[src/tds_pkg.sv]
package tds_pkg;

  localparam int NODE_W        = 6;
  localparam int CNT_W         = 7;
  localparam int SUM_W         = 11;
  localparam int MAX_NODES_DEF = 64;

  localparam logic [CNT_W-1:0] NODE_COUNT_RST = 7'd64;

  typedef struct packed {
    logic [NODE_W-1:0] end_a;
    logic [NODE_W-1:0] end_b;
    logic              last_edge;
  } in_item_t;

  typedef struct packed {
    logic [NODE_W-1:0] node_index;
    logic [SUM_W-1:0]  distance_sum;
    logic              last_result;
  } out_item_t;

  // datapath operations, one per cycle
  typedef enum logic [4:0] {
    OP_NOP,
    OP_LOAD,
    OP_INIT,
    OP_HEAD_RD,
    OP_U_LAT,
    OP_SCAN_RD,
    OP_SCAN_CHK,
    OP_UP_INIT,
    OP_UP_RD0,
    OP_UP_RD1,
    OP_UP_RD2,
    OP_UP_WR,
    OP_RR_INIT,
    OP_RR_ROOT,
    OP_RR_RD0,
    OP_RR_RD1,
    OP_RR_RD2,
    OP_RR_WR,
    OP_EM_INIT,
    OP_EM_RD,
    OP_EM_LD,
    OP_EM_WAIT
  } tds_op_t;

  typedef struct packed {
    logic head_done;
    logic scan_done;
    logic up_done;
    logic rr_done;
    logic out_taken;
    logic emit_last;
  } tds_stat_t;

endpackage

[src/tds_ctrl.sv]
module tds_ctrl (
  input  logic               clk,
  input  logic               rst_n,
  input  logic               in_valid,
  input  logic               in_last,
  input  tds_pkg::tds_stat_t stat,
  output logic               in_ready,
  output tds_pkg::tds_op_t   op
);

  typedef enum logic [4:0] {
    S_IDLE, S_INIT, S_HEAD, S_HLAT, S_SCAN, S_SCHK,
    S_UPI, S_UP0, S_UP1, S_UP2, S_UP3,
    S_RRI, S_RRR, S_RR0, S_RR1, S_RR2, S_RR3,
    S_EMI, S_EMR, S_EML, S_EMW
  } state_t;

  state_t state_r, state_nxt;

  assign in_ready = (state_r == S_IDLE);

  always_comb begin
    state_nxt = state_r;
    op        = tds_pkg::OP_NOP;
    unique case (state_r)
      S_IDLE: begin
        op = tds_pkg::OP_LOAD;
        if (in_valid && in_last) state_nxt = S_INIT;
      end
      S_INIT: begin
        op        = tds_pkg::OP_INIT;
        state_nxt = S_HEAD;
      end
      S_HEAD: begin
        if (stat.head_done) begin
          state_nxt = S_UPI;
        end else begin
          op        = tds_pkg::OP_HEAD_RD;
          state_nxt = S_HLAT;
        end
      end
      S_HLAT: begin
        op        = tds_pkg::OP_U_LAT;
        state_nxt = S_SCAN;
      end
      S_SCAN: begin
        if (stat.scan_done) begin
          state_nxt = S_HEAD;
        end else begin
          op        = tds_pkg::OP_SCAN_RD;
          state_nxt = S_SCHK;
        end
      end
      S_SCHK: begin
        op        = tds_pkg::OP_SCAN_CHK;
        state_nxt = S_SCAN;
      end
      S_UPI: begin
        op        = tds_pkg::OP_UP_INIT;
        state_nxt = S_UP0;
      end
      S_UP0: begin
        if (stat.up_done) begin
          state_nxt = S_RRI;
        end else begin
          op        = tds_pkg::OP_UP_RD0;
          state_nxt = S_UP1;
        end
      end
      S_UP1: begin
        op        = tds_pkg::OP_UP_RD1;
        state_nxt = S_UP2;
      end
      S_UP2: begin
        op        = tds_pkg::OP_UP_RD2;
        state_nxt = S_UP3;
      end
      S_UP3: begin
        op        = tds_pkg::OP_UP_WR;
        state_nxt = S_UP0;
      end
      S_RRI: begin
        op        = tds_pkg::OP_RR_INIT;
        state_nxt = S_RRR;
      end
      S_RRR: begin
        op        = tds_pkg::OP_RR_ROOT;
        state_nxt = S_RR0;
      end
      S_RR0: begin
        if (stat.rr_done) begin
          state_nxt = S_EMI;
        end else begin
          op        = tds_pkg::OP_RR_RD0;
          state_nxt = S_RR1;
        end
      end
      S_RR1: begin
        op        = tds_pkg::OP_RR_RD1;
        state_nxt = S_RR2;
      end
      S_RR2: begin
        op        = tds_pkg::OP_RR_RD2;
        state_nxt = S_RR3;
      end
      S_RR3: begin
        op        = tds_pkg::OP_RR_WR;
        state_nxt = S_RR0;
      end
      S_EMI: begin
        op        = tds_pkg::OP_EM_INIT;
        state_nxt = S_EMR;
      end
      S_EMR: begin
        op        = tds_pkg::OP_EM_RD;
        state_nxt = S_EML;
      end
      S_EML: begin
        op        = tds_pkg::OP_EM_LD;
        state_nxt = S_EMW;
      end
      S_EMW: begin
        op = tds_pkg::OP_EM_WAIT;
        if (stat.out_taken) state_nxt = stat.emit_last ? S_IDLE : S_EMR;
      end
      default: state_nxt = S_IDLE;
    endcase
  end

  always_ff @(posedge clk) begin
    if (!rst_n) begin
      state_r <= S_IDLE;
    end else begin
      state_r <= state_nxt;
    end
  end

endmodule

[src/tds_datapath.sv]
module tds_datapath #(
  parameter int MAX_NODES = tds_pkg::MAX_NODES_DEF
) (
  input  logic                       clk,
  input  logic                       rst_n,
  input  tds_pkg::tds_op_t           op,
  output tds_pkg::tds_stat_t         stat,
  input  logic                       in_fire,
  input  tds_pkg::in_item_t          in_data,
  input  logic                       cfg_we,
  input  logic [tds_pkg::CNT_W-1:0]  cfg_wdata,
  output logic                       out_valid,
  input  logic                       out_ready,
  output tds_pkg::out_item_t         out_data
);

  localparam int NW = tds_pkg::NODE_W;
  localparam int KW = tds_pkg::CNT_W;
  localparam int SW = tds_pkg::SUM_W;
  localparam int CW = $clog2(MAX_NODES + 1);
  localparam int IW = $clog2(MAX_NODES);
  localparam int EW = (MAX_NODES > 2) ? $clog2(MAX_NODES - 1) : 1;
  localparam int ED = MAX_NODES - 1;

  // edge store and working stores
  logic [NW-1:0] ef_mem [ED];
  logic [NW-1:0] es_mem [ED];
  logic [NW-1:0] vo_mem [MAX_NODES];
  logic [NW-1:0] par_mem [MAX_NODES];
  logic [CW-1:0] sub_mem [MAX_NODES];
  logic [SW-1:0] ds_mem [MAX_NODES];
  logic [SW-1:0] ans_mem [MAX_NODES];

  logic [NW-1:0] rd_ef, rd_es, rd_vo, rd_par;
  logic [CW-1:0] rd_sub;
  logic [SW-1:0] rd_ds, rd_ans;

  logic [KW-1:0]        node_count_r;
  logic [CW-1:0]        ecnt_r, head_r, tail_r, scan_r, idx_r, n_r, k_r;
  logic [NW-1:0]        u_r, c_r, p_r;
  logic [CW-1:0]        csub_r;
  logic [SW-1:0]        cds_r;
  logic [MAX_NODES-1:0] seen_r;
  logic                 out_valid_r;
  tds_pkg::out_item_t   out_data_r;

  // memory port controls
  logic          vo_we, par_we, sub_we, ds_we, ans_we, e_we;
  logic [IW-1:0] vo_wa, par_wa, sub_wa, ds_wa, ans_wa;
  logic [NW-1:0] vo_wd;
  logic [CW-1:0] sub_wd;
  logic [SW-1:0] ds_wd, ans_wd;
  logic [IW-1:0] vo_ra, par_ra, sub_ra, ds_ra, ans_ra;

  // edge check
  logic          e_ok, hit_a, hit_b, add_v;
  logic [NW-1:0] v_id;
  logic [CW-1:0] n_sat;

  always_comb begin
    if (node_count_r < KW'(2))              n_sat = CW'(2);
    else if (node_count_r > KW'(MAX_NODES)) n_sat = CW'(MAX_NODES);
    else                                    n_sat = CW'(node_count_r);
  end

  always_comb begin
    e_ok  = (KW'(rd_ef) < KW'(n_r)) && (KW'(rd_es) < KW'(n_r));
    hit_a = (rd_ef == u_r);
    hit_b = (rd_es == u_r);
    v_id  = hit_a ? rd_es : rd_ef;
    add_v = e_ok && (hit_a || hit_b) && !seen_r[v_id[IW-1:0]]
            && (tail_r != CW'(MAX_NODES));
  end

  always_comb begin
    stat.head_done = (head_r == tail_r);
    stat.scan_done = (scan_r == ecnt_r);
    stat.up_done   = (idx_r == '0);
    stat.rr_done   = (idx_r == tail_r);
    stat.out_taken = out_valid_r && out_ready;
    stat.emit_last = ((KW'(k_r) + KW'(1)) == KW'(n_r));
  end

  always_comb begin
    e_we   = (op == tds_pkg::OP_LOAD) && in_fire && (ecnt_r != CW'(ED));
    vo_we  = 1'b0;
    vo_wa  = '0;
    vo_wd  = '0;
    par_we = 1'b0;
    par_wa = v_id[IW-1:0];
    sub_we = 1'b0;
    sub_wa = '0;
    sub_wd = CW'(1);
    ds_we  = 1'b0;
    ds_wa  = '0;
    ds_wd  = '0;
    ans_we = 1'b0;
    ans_wa = '0;
    ans_wd = '0;
    vo_ra  = idx_r[IW-1:0];
    par_ra = rd_vo[IW-1:0];
    sub_ra = rd_vo[IW-1:0];
    ds_ra  = rd_vo[IW-1:0];
    ans_ra = k_r[IW-1:0];
    unique case (op)
      tds_pkg::OP_INIT: begin
        vo_we  = 1'b1;
        sub_we = 1'b1;
        ds_we  = 1'b1;
      end
      tds_pkg::OP_HEAD_RD: vo_ra = head_r[IW-1:0];
      tds_pkg::OP_SCAN_CHK: begin
        vo_we  = add_v;
        vo_wa  = tail_r[IW-1:0];
        vo_wd  = v_id;
        par_we = add_v;
        sub_we = add_v;
        sub_wa = v_id[IW-1:0];
        ds_we  = add_v;
        ds_wa  = v_id[IW-1:0];
      end
      tds_pkg::OP_UP_RD2: begin
        sub_ra = rd_par[IW-1:0];
        ds_ra  = rd_par[IW-1:0];
      end
      tds_pkg::OP_UP_WR: begin
        sub_we = 1'b1;
        sub_wa = p_r[IW-1:0];
        sub_wd = rd_sub + csub_r;
        ds_we  = 1'b1;
        ds_wa  = p_r[IW-1:0];
        ds_wd  = rd_ds + cds_r + SW'(csub_r);
      end
      tds_pkg::OP_RR_INIT: ds_ra = '0;
      tds_pkg::OP_RR_ROOT: begin
        ans_we = 1'b1;
        ans_wd = rd_ds;
      end
      tds_pkg::OP_RR_RD2: ans_ra = rd_par[IW-1:0];
      tds_pkg::OP_RR_WR: begin
        ans_we = 1'b1;
        ans_wa = c_r[IW-1:0];
        ans_wd = rd_ans + SW'(tail_r) - SW'({csub_r, 1'b0});
      end
      default: ;
    endcase
  end

  always_ff @(posedge clk) begin
    if (e_we) begin
      ef_mem[ecnt_r[EW-1:0]] <= in_data.end_a;
      es_mem[ecnt_r[EW-1:0]] <= in_data.end_b;
    end
    rd_ef <= ef_mem[scan_r[EW-1:0]];
    rd_es <= es_mem[scan_r[EW-1:0]];
  end

  always_ff @(posedge clk) begin
    if (vo_we) vo_mem[vo_wa] <= vo_wd;
    rd_vo <= vo_mem[vo_ra];
  end

  always_ff @(posedge clk) begin
    if (par_we) par_mem[par_wa] <= u_r;
    rd_par <= par_mem[par_ra];
  end

  always_ff @(posedge clk) begin
    if (sub_we) sub_mem[sub_wa] <= sub_wd;
    rd_sub <= sub_mem[sub_ra];
  end

  always_ff @(posedge clk) begin
    if (ds_we) ds_mem[ds_wa] <= ds_wd;
    rd_ds <= ds_mem[ds_ra];
  end

  always_ff @(posedge clk) begin
    if (ans_we) ans_mem[ans_wa] <= ans_wd;
    rd_ans <= ans_mem[ans_ra];
  end

  // counters and control registers
  always_ff @(posedge clk) begin
    if (!rst_n) begin
      node_count_r <= tds_pkg::NODE_COUNT_RST;
      ecnt_r       <= '0;
      out_valid_r  <= 1'b0;
    end else begin
      if (cfg_we) node_count_r <= cfg_wdata;
      if (e_we) ecnt_r <= ecnt_r + CW'(1);
      if (op == tds_pkg::OP_EM_LD) out_valid_r <= 1'b1;
      if (op == tds_pkg::OP_EM_WAIT && stat.out_taken) begin
        out_valid_r <= 1'b0;
        if (stat.emit_last) ecnt_r <= '0;
      end
    end
  end

  always_ff @(posedge clk) begin
    unique case (op)
      tds_pkg::OP_INIT: begin
        seen_r    <= MAX_NODES'(1);
        head_r    <= '0;
        tail_r    <= CW'(1);
        n_r       <= n_sat;
      end
      tds_pkg::OP_HEAD_RD: head_r <= head_r + CW'(1);
      tds_pkg::OP_U_LAT: begin
        u_r    <= rd_vo;
        scan_r <= '0;
      end
      tds_pkg::OP_SCAN_RD: scan_r <= scan_r + CW'(1);
      tds_pkg::OP_SCAN_CHK: begin
        if (add_v) begin
          seen_r[v_id[IW-1:0]] <= 1'b1;
          tail_r               <= tail_r + CW'(1);
        end
      end
      tds_pkg::OP_UP_INIT: idx_r <= tail_r - CW'(1);
      tds_pkg::OP_UP_RD1, tds_pkg::OP_RR_RD1: c_r <= rd_vo;
      tds_pkg::OP_UP_RD2, tds_pkg::OP_RR_RD2: begin
        p_r    <= rd_par;
        csub_r <= rd_sub;
        cds_r  <= rd_ds;
      end
      tds_pkg::OP_UP_WR: idx_r <= idx_r - CW'(1);
      tds_pkg::OP_RR_INIT: idx_r <= CW'(1);
      tds_pkg::OP_RR_WR: idx_r <= idx_r + CW'(1);
      tds_pkg::OP_EM_INIT: k_r <= '0;
      tds_pkg::OP_EM_LD: begin
        out_data_r.node_index   <= NW'(k_r);
        out_data_r.distance_sum <= seen_r[k_r[IW-1:0]] ? rd_ans : '0;
        out_data_r.last_result  <= stat.emit_last;
      end
      tds_pkg::OP_EM_WAIT: begin
        if (stat.out_taken && !stat.emit_last) k_r <= k_r + CW'(1);
      end
      default: ;
    endcase
  end

  assign out_valid = out_valid_r;
  assign out_data  = out_data_r;

endmodule

[src/tree_distance_sum.sv]
// tree_distance_sum: sum of distances from every node of a tree
//
// input channel: one tree edge per item (end_a, end_b, last_edge), taken one
// per cycle while the block is loading; edges beyond the store depth are
// dropped. the item with last_edge set closes the tree and starts the solve;
// in_ready stays low from then until the last result item has been taken.
// result channel: one item per node 0 .. node_count-1 in ascending order,
// last_result set on the final one. nodes not reachable from node 0 give 0.
// config: cfg_we/cfg_wdata write node_count (saturated to 2 .. MAX_NODES);
// the user must write it only while the block is loading, the block itself
// does not enforce this. after the last edge the block orders the reached
// nodes breadth-first from node 0, comparing each stored edge against the
// current node through the edge store's registered read, then runs the
// leaves-first pass and rerooting, then emits one result item per node
// through the answer store's registered read.
// a stalled receiver simply holds the output register; emission waits.
// reset (synchronous, rst_n low) clears the edge count, drops any pending
// result and sets node_count back to 64; the stores need no clearing.
module tree_distance_sum #(
  parameter int MAX_NODES = tds_pkg::MAX_NODES_DEF
) (
  input  logic                      clk,
  input  logic                      rst_n,
  input  logic                      in_valid,
  output logic                      in_ready,
  input  tds_pkg::in_item_t         in_data,
  output logic                      out_valid,
  input  logic                      out_ready,
  output tds_pkg::out_item_t        out_data,
  input  logic                      cfg_we,
  input  logic [tds_pkg::CNT_W-1:0] cfg_wdata
);

  tds_pkg::tds_op_t   op;
  tds_pkg::tds_stat_t stat;

  // sequencer: loading, ordering, both passes and emission
  tds_ctrl u_ctrl (
    .clk      (clk),
    .rst_n    (rst_n),
    .in_valid (in_valid),
    .in_last  (in_data.last_edge),
    .stat     (stat),
    .in_ready (in_ready),
    .op       (op)
  );

  // stores, counters, adders and the output register
  tds_datapath #(
    .MAX_NODES (MAX_NODES)
  ) u_dp (
    .clk       (clk),
    .rst_n     (rst_n),
    .op        (op),
    .stat      (stat),
    .in_fire   (in_valid && in_ready),
    .in_data   (in_data),
    .cfg_we    (cfg_we),
    .cfg_wdata (cfg_wdata),
    .out_valid (out_valid),
    .out_ready (out_ready),
    .out_data  (out_data)
  );

endmodule

[config.mk]
export PLATFORM = sky130hd
export DESIGN_NAME = tree_distance_sum
export DESIGN_NICKNAME = d
export VERILOG_FILES = /design/src/tds_pkg.sv /design/src/tds_ctrl.sv /design/src/tds_datapath.sv /design/src/tree_distance_sum.sv
export SDC_FILE = /design/constraint.sdc
export NUM_CORES = 2
export LEC_CHECK = 0
export ABC_AREA = 1
export BUFFER_PORTS_ARGS = -buffer_cell sky130_fd_sc_hd__buf_2
export CORE_MARGIN = 2
export CORE_UTILIZATION = 57
export CTS_CLUSTER_SIZE = 14
export DETAILED_ROUTE_END_ITERATION = 8
export GPL_TIMING_DRIVEN = 0
export PLACE_DENSITY = 0.75
export SLEW_MARGIN = 30
export SYNTH_ARGS = -nofsm -noshare
export SYNTH_HDL_FRONTEND = slang
export SYNTH_SLANG_ARGS = --single-unit
[constraint.sdc]
create_clock -name clk -period 5.7 [get_ports clk]
set_input_delay 0.285 -clock clk [delete_from_list [all_inputs] [get_ports clk]]
set_output_delay 0.285 -clock clk [all_outputs]
set_load 0.02 [all_outputs]
==> results.md <==
- # rows: 186
- First-pass GRT wire length: 748 mm
- GRT Util Overall: 40.1%
- Vias: 110,074
- Cell Area, Placed: 157,000 sq um
- Clk Latency, worst-skew pair: 0.94 ns
- Worst-path maximum fanout: 14
- Ys Warns: 0
- CTS Buf Count: 371
- Routed Antenna Nets: 0
- Gpl congestion: 1.04
- Worst Setup Start Kind: flop
- Share of post-route cells with drive strength above 1: 9.71%
- Hold Slack: 0.0791 ns
- Clk pwr share: 42.4%
- Max Cap Viol: 0
- Power Dens Cells: 335 nW/um^2
- # clock sinks: 3,613
- Antenna violations before repair: 29
- Tightest Pin Transition: 1.17 ns
- Final Setup Violations: 0
- Setup TNS: 0 ns
- CTS tree: yes
- Final period utilization: 96.2%
- CP Data Required Time: 6.22 ns
- Post-Layout Cell Count: 16,095
- 1st-iter DRT viols: 21,636
- DRC errors left: 0
- Vias per inst: 6.84
- Sequential area share after synthesis: 73.5%
- Grt total ovfl: 0
- Worst setup EP type: flop
- Power Internal: 43,400 uW
- Final Max Slew Viols: 0
- # port buffers: 44
- Hold Path Class: in -> reg
- Syn nets: 11,815
- Nets@finish: 12,481
- Initial core utilization: 57.2%
- Detailed placer's ending HPWL: 373 mm
- Max VDD drop: 290 uV
- Prevailing post-synth register cell: edfxtp_1
- CTS Buffer Depth: 4
- Post-Layout Inst Area: 170,000 sq um
- Critical path type: reg -> reg
- P&R area growth vs syn: 15.6%
- Clock slew at the register clock pins of the worst setup and hold paths: 0.06 ns
- Clk root buf: clkbuf_16
- Final core occ: 66.1%
- Iteration count of the initial detailed-routing pass: 9
- Post-synth EDFFs: 3,540
- WL/cell: 33.4 microns
- Mapped Area: 147,000 sq um
- Part of the power in registers: 51.2%
- Net Sw Power: 13,400 uW
- Unrepaired setup endpoints after global routing: false
- Total die area: 261,000 sq um
- Placed Cells: 15,363
- Status: complete, no violations
- Routed WL: 537 mm
- Io pins: 45
- Largest net degree at the start of global routing: 80
- Die H: 511 microns
- Syn avg cell area: 12.5 sq um
- Distinct cell type count after synthesis: 55
- Die W: 511 microns
- Placeable Area: 256,000 sq um
- Fmax: 182 MHz
- Switch share: 23.6%
- Worst rel slew slack: 22.0%
- Combinational share of power: 6.4%
- Final Hold Vio Count: 0
- Arr. time, crit path: 6.01 ns
- H-tree levels: 5
- Worst Skew: 0.0682 ns
- Vias in the first global route: 103,404
- Leak Pwr: 0.0512 uW
- Tmin final: 5.49 ns
- Syn Inst Count: 11,723
- Asr flop ratio synth: 0%
- Synth Register Bits: 3,613
-- per-layer routing --
| layer | vias to the layer above | part of all wire (%) | track usage [%] |
|---|---|---|---|
| met1 | 53434 | 35 | 54.5 |
| li1 | 44619 | - | - |
| met3 | 1840 | 17 | 13.8 |
| met4 | 24 | 6.1 | 19.8 |
| met5 | - | 0.040 | 0.0913 |
| met2 | 10157 | 42 | 58.0 |
-- cell families (layout without fill, tap and decap cells) --
kind of cell             count (synthesis)  after routing  share of synthesized area (%)
buffers and inverters                 1212           2182                           3.19
other                                    0             18                              0
AO/OA/AOI/OAI                         3090           3090                           12.2
flip-flops                            3613           3613                           73.5
XOR/XNOR                                50             50                          0.299
AND/OR/NAND/NOR                       3691           3691                           10.2
adder cells (fa/ha/maj)                 67             67                          0.653
-- layout by cell type, fill, tap and decap left out, drive strengths merged, types with 217 or more instances in the layout --
| cell type | synthesis | final |
|---|---|---|
| buf | 101 | 358 |
| clkbuf | 664 | 1120 |
| edfxtp | 3540 | 3540 |
| inv | 438 | 451 |
| nand2 | 701 | 701 |
| nand3 | 535 | 535 |
| nor2 | 2307 | 2307 |
| o211ai | 340 | 340 |
| o21ai | 1860 | 1860 |
| o221ai | 217 | 217 |
| o22ai | 377 | 377 |
-- worst paths after layout --
check,slack [ns],endpoint,from,depth (start not counted)
worst max-delay path,0.21,u_dp.ans_mem[56][1],u_ctrl.state_r[3],9
worst min-delay path,0.08,u_ctrl.state_r[0],in_data[0],5
worst max register to register,0.21,u_dp.ans_mem[56][1],u_ctrl.state_r[3],9
worst min register to register,0.43,u_dp.p_r[1],u_dp.rd_par[1],0
-- final cells by class --
cell class	count	area, sq um
Clock inverter	222	1980
Tap cell	3384	4230
Sequential cell	3613	108000
Multi-Input combinational cell	6898	35800
Fill cell	18237	86900
Buffer	765	3010
Clock buffer	455	9820
Inverter	447	1680
Timing Repair Buffer	293	5230
Antenna cell	18	45.0
-- metrics by stage --
| step | worst slack (ns) | power (uW) |
|---|---|---|
| 2_1_floorplan | 0.0234 | 31400 |
| 3_3_place_gp | -3.76 | 32900 |
| 3_5_place_dp | 0.0585 | 33000 |
| 4_1_cts | 0.0354 | 56400 |
| 5_1_grt | 0.00585 | 57800 |
| 6_report | 0.215 | 56800 |
-- worst max-delay path, cell delays in order, from the launching register on --
cell,delay (ns)
dfxtp_1,0.36
nor2_1,0.14
inv_1,0.12
nor2_1,0.15
inv_1,0.12
nor2_1,0.79
clkinv_1,0.88
o21ai_0,0.65
nand2_1,0.89
nor2_2,0.98
-- registers in the layout, indices dropped and copies added, names as in the netlist, 18 cells and up --
register	cells
u_dp.es_mem	378
u_dp.out_data	18
u_dp.seen_r	64
u_dp.sub_mem	448
u_dp.ds_mem	704
u_dp.par_mem	384
u_dp.ans_mem	704
u_dp.ef_mem	378
u_dp.vo_mem	384
-- synth_stat cells, types with 20 or more instances --
library cell | count | share of area [%]
nor2_1 | 2295 | 5.9
o22ai_1 | 377 | 1.6
nand2_1 | 695 | 1.8
buf_1 | 20 | 0.051
ha_1 | 51 | 0.44
nand3_1 | 532 | 1.8
clkbuf_1 | 664 | 1.7
edfxtp_1 | 3540 | 72
xor2_1 | 27 | 0.16
nor3_1 | 59 | 0.20
o211ai_1 | 340 | 1.7
o2111ai_1 | 22 | 0.13
o221ai_1 | 217 | 1.3
inv_1 | 427 | 1.1
nand4_1 | 45 | 0.19
o21ai_0 | 1843 | 6.3
dfxtp_1 | 73 | 1.0
buf_2 | 77 | 0.26
xnor2_1 | 23 | 0.14
a21oi_1 | 199 | 0.68
or2_2 | 31 | 0.13
-- power by group through the flow --
stage / Clock (uW) / Sequential (uW) / Combinational, uW
after global routing: 25000 / 29100 / 3710
after floorplan: 0 / 29600 / 1750
after detailed placement: 0 / 29700 / 3350
after global placement: 0 / 29700 / 3180
final: 24100 / 29100 / 3610
after CTS: 23900 / 29100 / 3390
-- repair_timing --
action,in CTS,in global routing
endpoints found under the setup margin,11,594
hold buffers,33,2
buffers inserted,0,2
gates cloned,0,0
gates resized for setup,1,11
endpoints found under the hold margin,571,101
(Power assumes the default switching activity.)
